==> src/design/igba_ram.sv <==
`default_nettype none
// ----------------------------------------------------------------------------
// igba_ram
// Generic single-port-write, single-port-read RAM with registered read data.
// ----------------------------------------------------------------------------
module igba_ram #(
  parameter int WIDTH = 16,
  parameter int DEPTH = 32
) (
  input  wire logic                     clk,
  input  wire logic                     we,
  input  wire logic [$clog2(DEPTH)-1:0] waddr,
  input  wire logic [WIDTH-1:0]         wdata,
  input  wire logic [$clog2(DEPTH)-1:0] raddr,
  output      logic [WIDTH-1:0]         rdata
);
  logic [WIDTH-1:0] mem [DEPTH];

  always_ff @(posedge clk) begin
    if (we) begin
      mem[waddr] <= wdata;
    end
    rdata <= mem[raddr];
  end
endmodule
`default_nettype wire

==> config.mk <==
export PLATFORM = sky130hd
export DESIGN_NAME = igba_ram
export DESIGN_NICKNAME = d
export VERILOG_FILES = /design/src/design/igba_ram.sv
export SDC_FILE = /design/constraint.sdc
export NUM_CORES = 1
export LEC_CHECK = 0
export BUFFER_PORTS_ARGS = -buffer_cell sky130_fd_sc_hd__buf_2
export CAP_MARGIN = 20
export CORE_UTILIZATION = 50
export DETAILED_ROUTE_END_ITERATION = 12
export GPL_ROUTABILITY_DRIVEN = 0
export PLACE_DENSITY = 0.66
export SYNTH_ARGS = -nofsm -noshare
export SYNTH_HDL_FRONTEND = slang
export SYNTH_SLANG_ARGS = --single-unit
export TNS_END_PERCENT = 20
==> constraint.sdc <==
create_clock -name clk -period 2.5 [get_ports clk]
set_input_delay 0.5 -clock clk [delete_from_list [all_inputs] [get_ports clk]]
set_output_delay 0.5 -clock clk [all_outputs]
set_load 0.05 [all_outputs]
==> results of run 1 <==
placed cells by master (no fill, tap or decap), drive strengths merged, types with 3 or more instances in the layout:
cell and count:
edfxtp 512, mux2i 256, buf 123, clkbuf 68
a22oi 64, nand3 34, nor2 34, nand2 33
a21oi 32, a22o 32, clkinv 21, nor3 16
a31oi 16, nand4 16, dfxtp 16, nand3b 5
bufinv 4, or3b 3, inv 3
Yosys cell counts, drive strengths merged:
cell	count	area (um^2)
nand3b	5	37.5
or3	1	6.26
nand2	33	124
nand3	34	170
clkbuf	12	45.0
or2	1	6.26
or3b	3	26.3
a21oi	32	160
nor2b	2	12.5
a22oi	64	480
nand2b	2	12.5
and2	1	6.26
edfxtp	512	15400
mux2i	256	2560
nor3	16	80.1
dfxtp	16	320
nand4	16	100
nor2	34	135
a22o	32	280
buf	55	495
a31oi	16	100
stage by stage:
stage / setup WS [ns] / util (%)
after floorplan: 0.260 / -
after global placement: 0.282 / 54.0
after detailed placement: 0.220 / 54.0
after CTS: 0.597 / 58.1
after global routing: 0.554 / 58.1
final: 0.594 / 58.1
per-layer routing:
metal,up-vias,wire (um)
li1,4779,-
met1,5561,20100
met2,385,22500
met3,63,3380
met4,4,973
met5,-,23
cells by family after synthesis:
kind of cell,share of synthesized area (%)
AND/OR/NAND/NOR,3.49
AO/OA/AOI/OAI,4.97
flip-flops,76.4
multiplexers,12.5
buffers and inverters,2.63
sequential cells by signal, indices dropped and copies added (netlist names):
name,count
mem,512
rdata,16
layout make-up:
cell class / instances / area (um^2)
Multi-Input combinational cell: 548 / 4320
Tap cell: 525 / 657
Timing Repair Buffer: 123 / 1000
Antenna cell: 1 / 2.50
Clock buffer: 68 / 1380
Sequential cell: 528 / 15700
Clock inverter: 28 / 258
Fill cell: 3003 / 16800
path summary, 6_finish.rpt:
path / end / slack (ns) / cells past startpoint
max: rdata[5] / 0.59 / 1
min: rdata[10]$_DFF_P_ / 0.31 / 3
max reg2reg: rdata[4]$_DFF_P_ / 0.93 / 5
min reg2reg: rdata[5]$_DFF_P_ / 0.61 / 4
tightest hold or removal path, delay by kind of cell:
kind	cells	cell delay, ns
and+or+nand+nor	2	0.18
buffers and inverters	1	0.17
power by group:
part / leakage [nW] / switching [W] / total, W / internal, W
Combinational: 2.69 / 0.000774 / 0.00113 / 0.000361
Clock: 0.802 / 0.00321 / 0.00752 / 0.00431
Sequential: 4.75 / 0.0000545 / 0.00990 / 0.00984
Total: 8.24 / 0.00404 / 0.0186 / 0.0145
==> run_results.csv, run 1 <==
group,metric,value,unit
cells_and_area,final_cell_area,23300,um^2
logic_synthesis,synth_fp_nets,1171,
critical_path,critPathKind,"reg -> out",
clock_network,htree_levels,2,
sta,rsz0062_at_grt,"no",
critical_path,critPathTopFamily,"flip-flops",
drt,routed_wl,47000,um
die,die_x,205,um
drt,drtIter0Drc,1049,
critical_path,startpoint_type,"flip-flop",
critical_path,slowest_stage,"dfxtp_1",
global_routing,gr-usage-met2,36.8,%
logic_synthesis,synth_seq_cells,528,
global_routing,grt_usage,22.7,%
clock_network,cts_hold_buf,0,
worst_hold_path,hold_start,"raddr[4]",
logic_synthesis,yosys_warnings,0,
clock_network,cts.path.max_buffers,3,
die,dieHeight,205,um
logic_synthesis,seq_area_frac_synth,76.4,%
clock_network,postCtsSetupRepairBufs,0,
drt,firstDrtPassIters,5,
critical_path,cp_cell_sequence,"buf_2",
drt,vias,10800,
die,num_rows,73,
placement,port-buffer-count,43,
sta,tns,0,ns
clock_network,clock-root-buffer,"clkbuf_16",
power_and_ir_drop,power_density,796,nW/um^2
global_routing,grt_overflow,0,
die,pin_count,44,
sta,max_freq,525,MHz
sta,drv_slew,0,
sta,hold_viol,0,
power_and_ir_drop,leakage,8.24,nW
logic_synthesis,syn_area,20500,um^2
critical_path,reg2reg_from,"mem[3][4]$_DFFE_PP_",
die,initial_utilization,51.2,%
clock_network,cts_tree,"yes",
critical_path,required,2.00,ns
clock_network,clock_sinks,528,
clock_network,clk_latency,0.61,ns
critical_path,cp_max_fo,1,
drt,ant_nets,0,
critical_path,crit_path_start,"rdata[5]$_DFF_P_",
die,design.die.area,41900,um^2
sta,worst_slew_pin_slew,0.761,ns
sta,fin_crit,1.91,ns
critical_path,crit_arrival,1.41,ns
run_status,status,"finished clean",
sta,whs,0.308,ns
global_routing,use_met3,4.23,%
drt,post_drt_wl_per_cell,25.8,um
global_routing,antenna_found_initial,2,
sta,finalCritPeriodShare,76.2,%
global_routing,grtUsageMet1,31.2,%
die,core_area,40100,um^2
critical_path,cp-end-kind,"output port",
drt,vias_per_cell,5.93,
power_and_ir_drop,ir_worst_vdd,0.000554,V
worst_hold_path,min_path_type,"in -> reg",
logic_synthesis,synth.avg_cell_area,18.0,um^2
power_and_ir_drop,p_total,0.0186,W
cells_and_area,final_nets,1281,
sta,relSlewSlack,49.3,%
clock_network,post_cts_resized,0,
global_routing,grt_first_pass_wirelength,67800,um
logic_synthesis,ys_types,26,
clock_network,cts_buffers,52,
global_routing,grt_pass1_vias,10600,
cells_and_area,final_cell_count_no_fill,1821,
cells_and_area,drive_above_1_share,15.4,%
cells_and_area,syn2layout_area_growth,13.5,%
run,maxCapViolations,0,
global_routing,top_usage_layer,"met2",
drt,drc,0,
placement,dpl_cell_area,21700,um^2
critical_path,cp_num_buf_inv,1,
placement,placed_cells,1724,
placement,dpl.hpwl,27300,um
sta,fin_skew,0.0297,ns
sta,setup_viol,0,
clock_network,clk_pin_slew_worst_paths,0.06,ns
critical_path,max_stage_delay,0.49,ns
logic_synthesis,postSynthCellCount,1143,
global_routing,grt_max_degree,77,
Note: power is estimated with default switching activity, not from simulation.
==> run 2, diff against run 1 <==
PLACE_DENSITY = 0.68   (was 0.66)
clock period = 1.55 ns   (was 2.5 ns; I/O delays follow)
==> run_results.csv, run 2 (synthesis gave the netlist of run 1 again) <==
group,metric,value,unit
clock_network,cts_hold_buf,0,
die,pin_count,44,
power_and_ir_drop,power_density,1230,nW/um^2
sta,relSlewSlack,58.5,%
cells_and_area,diodes,0,
global_routing,grt_first_pass_wirelength,70100,um
clock_network,clk_pin_slew_worst_paths,0.06,ns
cells_and_area,syn2layout_area_growth,19.0,%
power_and_ir_drop,leakage,8.74,nW
placement,dpl.hpwl,29600,um
clock_network,cts.path.max_buffers,3,
die,num_rows,73,
critical_path,max_stage_delay,0.36,ns
critical_path,crit_arrival,1.21,ns
sta,max_freq,657,MHz
worst_hold_path,min_path_type,"in -> reg",
clock_network,htree_levels,2,
drt,firstDrtPassIters,6,
die,initial_utilization,51.2,%
placement,place_ws,-0.610,ns
sta,worst_slew_pin_slew,0.622,ns
sta,whs,0.136,ns
die,core_area,40100,um^2
clock_network,clock-root-buffer,"clkbuf_16",
global_routing,grt_max_degree,33,
critical_path,cp_num_buf_inv,1,
critical_path,cp_max_fo,1,
die,dieHeight,205,um
drt,drc,0,
die,die_x,205,um
run_status,status,"finished clean",
critical_path,startpoint_type,"flip-flop",
run,maxCapViolations,0,
critical_path,slowest_stage,"dfxtp_1",
cells_and_area,largest_reg_flops,512,
clock_network,cts_tree,"yes",
global_routing,grt_usage,23.2,%
global_routing,antenna_found_initial,0,
cells_and_area,largest_register,"mem",
global_routing,grt_overflow,0,
drt,post_drt_wl_per_cell,25.1,um
global_routing,grt_pass1_vias,11000,
sta,hold_viol,0,
critical_path,required,1.24,ns
critical_path,critPathTopFamily,"flip-flops",
cells_and_area,mostFrequentLayoutCell,"edfxtp_1",
sta,worst_slack,0.0273,ns
critical_path,cp-end-kind,"output port",
clock_network,cts_buffers,52,
sta,drv_slew,0,
sta,finalCritPeriodShare,98.2,%
sta,rsz0062_at_grt,"no",
die,design.die.area,41900,um^2
sta,fin_skew,0.0159,ns
power_and_ir_drop,ir_worst_vdd,0.00100,V
cells_and_area,drive_above_1_share,21.4,%
cells_and_area,final_nets,1355,
drt,ant_nets,0,
clock_network,clk_latency,0.59,ns
drt,routed_wl,47500,um
critical_path,critPathKind,"reg -> out",
clock_network,clock_sinks,528,
drt,drtIter0Drc,1094,
drt,vias,11100,
placement,port-buffer-count,43,
drt,vias_per_cell,5.86,
sta,setup_viol,0,
clock_network,postCtsSetupRepairBufs,0,
cells_and_area,fill_cells,2773,
sta,fin_crit,1.52,ns
critical_path,cp_cell_sequence,"buf_2",
cells_and_area,final_cell_mix,"edfxtp_1, mux2i_1, buf_4",
cells_and_area,reg_top3,"mem: 512 flops, rdata: 16 flops",
## run 2: changes by cell type in the layout (fill, tap and decap cells not counted), sizes merged
cell	previous run	this run
clkbuf	68	71
inv	3	0
diode	1	0
clkinvlp	0	2
buf	123	197
clkinv	21	16
## run 2: power by group
group / internal [W] / switching (W)
combinational: 0.000772 / 0.00130
clock: 0.00705 / 0.00507
sequential: 0.0159 / 0.0000746
## run 2: path summary, 6_finish.rpt
path / slack, ns / end / from / depth (start not counted)
setup / recovery: 0.03 / rdata[15] / rdata[15]$_DFF_P_ / 1
hold / removal: 0.14 / mem[27][8]$_DFFE_PP_ / wdata[8] / 1
setup reg to reg: 0.09 / rdata[13]$_DFF_P_ / mem[1][13]$_DFFE_PP_ / 6
hold reg to reg: 0.61 / rdata[1]$_DFF_P_ / mem[10][1]$_DFFE_PP_ / 4
## run 2: cell type report
| class | count | area (um^2) | share of cell area, % |
|---|---|---|---|
| Clock buffer | 71 | 1420 | 5.83 |
| Tap cell | 525 | 657 | 2.69 |
| Sequential cell | 528 | 15700 | 64.2 |
| Clock inverter | 22 | 201 | 0.824 |
| Multi-Input combinational cell | 548 | 4430 | 18.1 |
| Timing Repair Buffer | 197 | 2040 | 8.34 |
## run 2: what timing repair did
| action | in CTS | in global routing |
|---|---|---|
| setup endpoints to repair | 7 | 2 |
| resized for setup | 8 | 2 |
| cloned | 0 | 0 |
| pin swaps | 1 | 1 |
## run 2: metrics by stage
step / total power [W] / cell area (um^2) / cells / util, % / setup TNS [ns]
6_report: 0.0301 / 24400 / 1891 / 61.0 / 0
5_1_grt: 0.0309 / 24400 / 1891 / 61.0 / 0
3_3_place_gp: 0.0183 / 22800 / 1798 / 56.8 / -39.36
3_5_place_dp: 0.0183 / 22800 / 1798 / 56.8 / -44.96
2_1_floorplan: 0.0173 / 20600 / 1143 / - / -69.08
4_1_cts: 0.0303 / 24400 / 1891 / 60.9 / 0
## run 2: per-layer routing
metal | part of all wire [%] | GRT usage, %
met5 | 0 | 0
met4 | 2.8 | 7.68
met3 | 6.1 | 3.10
met2 | 48 | 37.6
met1 | 43 | 32.7
